--- config.mk ---
export PLATFORM = sky130hd
export DESIGN_NAME = mscd_decide
export DESIGN_NICKNAME = d
export VERILOG_FILES = /design/src/design/mscd_pkg.sv /design/src/design/mscd_decide.sv
export SDC_FILE = /design/constraint.sdc
export NUM_CORES = 2
export LEC_CHECK = 0
export BUFFER_PORTS_ARGS = -buffer_cell sky130_fd_sc_hd__buf_4
export CAP_MARGIN = 40
export CORE_AREA = 3 3 189 191
export DETAILED_ROUTE_END_ITERATION = 7
export DIE_AREA = 0 0 192 194
export HOLD_SLACK_MARGIN = 0.02
export PLACE_DENSITY = 0.88
export SETUP_SLACK_MARGIN = 0.15
export SYNTH_ARGS = -nofsm -noshare
export SYNTH_HDL_FRONTEND = slang
export SYNTH_SLANG_ARGS = --single-unit
--- constraint.sdc ---
create_clock -name clk -period 11.48 [get_ports clk]
set_input_delay 2.296 -clock clk [delete_from_list [all_inputs] [get_ports clk]]
set_output_delay 2.296 -clock clk [all_outputs]
set_load 0.02 [all_outputs]
--- src/design/mscd_pkg.sv ---
// Package for the sequence cut detector: shared widths, register indexes and request codes.
// Used by mscd_decide and the top level; depends on nothing.
package mscd_pkg;
	localparam int StoreDepthDefault = 16384;
	localparam int DistW = 16;
	localparam int IdxW  = 14;
	localparam int CntW  = 15;
	localparam int SumW  = 31;
	localparam int WinW  = 13;
	localparam int GainW = 12;
	localparam int CfgIdxW  = 1;
	localparam int CfgDataW = 13;

	localparam logic [CfgIdxW-1:0] RegWindow = 1'b0;
	localparam logic [CfgIdxW-1:0] RegGain   = 1'b1;

	localparam logic ReqLoad  = 1'b0;
	localparam logic ReqQuery = 1'b1;
endpackage

--- src/design/mscd_decide.sv ---
// Cut decision: two registered multiplies, then a compare.
// Depends on mscd_pkg.
module mscd_decide #(
	parameter int CountW = mscd_pkg::CntW
) (
	input  logic                        clk,
	input  logic                        start,
	input  logic [mscd_pkg::DistW-1:0]  diff,
	input  logic [CountW-1:0]           count_m1,
	input  logic [mscd_pkg::SumW-1:0]   sum,
	input  logic [mscd_pkg::GainW-1:0]  gain,
	output logic                        done,
	output logic                        cut
);
	import mscd_pkg::*;

	localparam int LhsW = DistW + CountW + 8;
	localparam int RhsW = SumW + GainW;
	localparam int CmpW = (LhsW > RhsW) ? LhsW : RhsW;

	logic [DistW+CountW-1:0] lhs_s1;
	logic [SumW+GainW-1:0]   rhs_s1;
	logic                    go_s1;

	// Products are registered, the compare follows in the next cycle.
	always_ff @(posedge clk) begin
		lhs_s1 <= diff * count_m1;
		rhs_s1 <= sum * gain;
		go_s1  <= start;
		done   <= go_s1;
		cut    <= CmpW'({lhs_s1, 8'd0}) > CmpW'(rhs_s1);
	end
endmodule

==> impl_metrics.toml <==
[timing]
setup_tns_ps = 0
setup_viol = 0
rsz0062_at_grt = "no"
slew_viol_final = 0
fin_skew_ps = 7.09
hold_viol_final = 0
tightest_slew_ps = 582
relSlewSlack = 0.608
fmax_ghz = 0.128
min_period_ps = 7780
fin_crit_sh = 0.678

[worst_setup_path]
arrival_ps = 8030
critPathRequiredTime_ps = 11720
worstPathCellList = "buf_4 > and2_1 > fa_1 > inv_1 > fa_1 > inv_1 > fa_1 > inv_1 > fa_1 > inv_1 > fa_1 > inv_1 > fa_1 > inv_1 > ha_1 > a21oi_1 > o21ai_0 > a221oi_2 > a31oi_1 > o21ai_1 > or4b_1 > o311ai_1"
worstPathMaxFanout = 15
start_kind = "input pin"
slowest_stage = "fa_1"
r2r_start = "rhs_s1[24]"
cpPeakStageDelay_ps = 540
end_kind = "flop"
cp-startpoint = "diff[10]"
crit_type = "input pin to flop"

[die]
initial_core_util = 0.645
die_width_um = 192
die_height_um = 194
rows = 68
core_area_um2 = 34300
io_pins = 78
dieArea_um2 = 37200

[placed_design]
gp_congestion = 0.905
dp_cells = 2948
dpl.hpwl_um = 41100
numPortBuffers = 77

[drt]
drc_errors = 0
drt-vias-per-instance = 5.66
vias = 16781
totalWireLength_um = 49700
ant_nets = 0
wl_per_cell_um = 16.8
first_pass_iters = 6
drt_iter0_markers = 912

[cts]
cts_setup_buffers = 0
cts_buffer_depth = 2
clock_sinks = 77
numCtsBuffers = 9
path_clk_slew_ps = 60
cts_resized = 0
clock_latency_ps = 330
cts_hold_buf = 0
cts-root-buf = "clkbuf_16"
htreeDepth = 3
tritoncts = "yes"

[global_routing]
top_usage_layer = "met2"
overflow = 0
met1_usage = 0.363
grt_use_met3 = 0.0383
grt_usage = 0.278
antenna_found_initial = 0
first_global_vias = 18407
globalRouteMet2Util = 0.482
grt_max_degree = 32
grt_pass1_wl_um = 85800

[run]
drv_cap = 0

[cells_and_area]
fin_cells = 2964
n_antenna_cell = 0
drive_above_1_share = 0.0454
syn_to_final_growth_pct = 4.61
nNetsFinal = 3257

[synth]
synth_compound_area_frac = 0.0704
synth_top_family_by_area = "adder cells"
synth_xor_area_frac = 0.0246
yosys_warnings = 0
synthesis.area_um2 = 22100
synth.distinct_cells = 68
ys.flop_type = "dfxtp_1"
synth_simple_gate_area_frac = 0.176
synth_seq_cells = 77
synthesis.nets = 3283
syn_inst = 2530
synthMuxAreaShare = 0.000905
seq_area_frac_synth = 0.0697
synthAdderAreaFrac = 0.543
syn_area_per_cell_um2 = 8.74
synth_edf_count = 0
synthArstFlopShare = 0

[min_path]
holdCritStartpoint = "go_s1"
hold_class = "flop to flop"

[status]
status = "completed"
metrics by stage:
stage	instance area, µm²	hold WS, ps	setup WS, ps	utilization
global route	23100	342	3480	0.675
CTS	23100	332	3730	0.675
global placement	22800	312	3570	0.666
floorplan	22100	310	3900	-
detailed placement	22800	318	3460	0.666
finish	23100	327	3700	0.675
worst max-delay path, delay by kind of cell:
kind / cells / cell delay, ps
adder cells (fa/ha/maj): 7 / 3450
AO/OA/AOI/OAI: 6 / 1140
AND/OR/NAND/NOR: 2 / 630
buffers and inverters: 7 / 500
synth_stat cells, drive strengths merged, types with 13 or more instances:
cell	instances	area [µm²]
a211oi	13	130
a21o	39	293
a21oi	74	382
and2	266	1660
clkbuf	110	414
dfxtp	77	1540
fa	470	9410
ha	207	2590
inv	566	2120
nand2	409	1540
nand3	21	110
nand4	16	100
nor2	36	135
nor3	13	65.1
o21ai	32	164
xnor2	44	385
xor2	18	158
cells in the final DEF (no fill, tap or decap), drive strengths merged, types with 4 or more instances in the layout:
master,count
a21o,39
and3,9
inv,567
nand3,21
nor2b,6
o211ai,7
o21a,7
fa,470
a221oi,4
nor4,5
buf,77
xnor2,44
o21ai,32
xor2,18
clkbuf,14
and2,266
a31oi,11
a21oi,74
dfxtp,77
ha,207
nor3,13
nand2,409
nand4,16
o31ai,7
o21bai,11
or3,7
nor2,36
a211oi,13
worst paths after layout:
kind	depth (start not counted)	slack, ps	to
setup / recovery	22	3700	lhs_s1[23]
hold / removal	0	330	done
setup reg to reg	9	9680	cut
hold reg to reg	0	330	done
registers in the layout, summed over array words and instances, names as in the netlist:
register  flops
rhs_s1       43
lhs_s1       31
cut           1
done          1
go_s1         1
cell families after synthesis:
family / after synthesis
compound gates: 230
flops: 77
mux: 2
buf+inv: 680
xor+xnor: 62
fa+ha+maj: 677
simple gates: 802
layout make-up:
cell class | count | area (µm²)
Clock buffer | 14 | 274
Multi-Input combinational cell | 1773 | 18000
Fill cell | 2586 | 11200
Timing Repair Buffer | 77 | 578
Tap cell | 455 | 569
Inverter | 566 | 2120
Clock inverter | 2 | 38.8
Sequential cell | 77 | 1540
layer usage:
metal	wire length [µm]	share of wire
met5	0	0
met4	1430	0.029
met3	3740	0.075
met2	25000	0.50
met1	19500	0.39
Power is left out: the tool's default activity adds up to more than one toggle a clock period on the data nets, which glitch-free logic cannot reach.
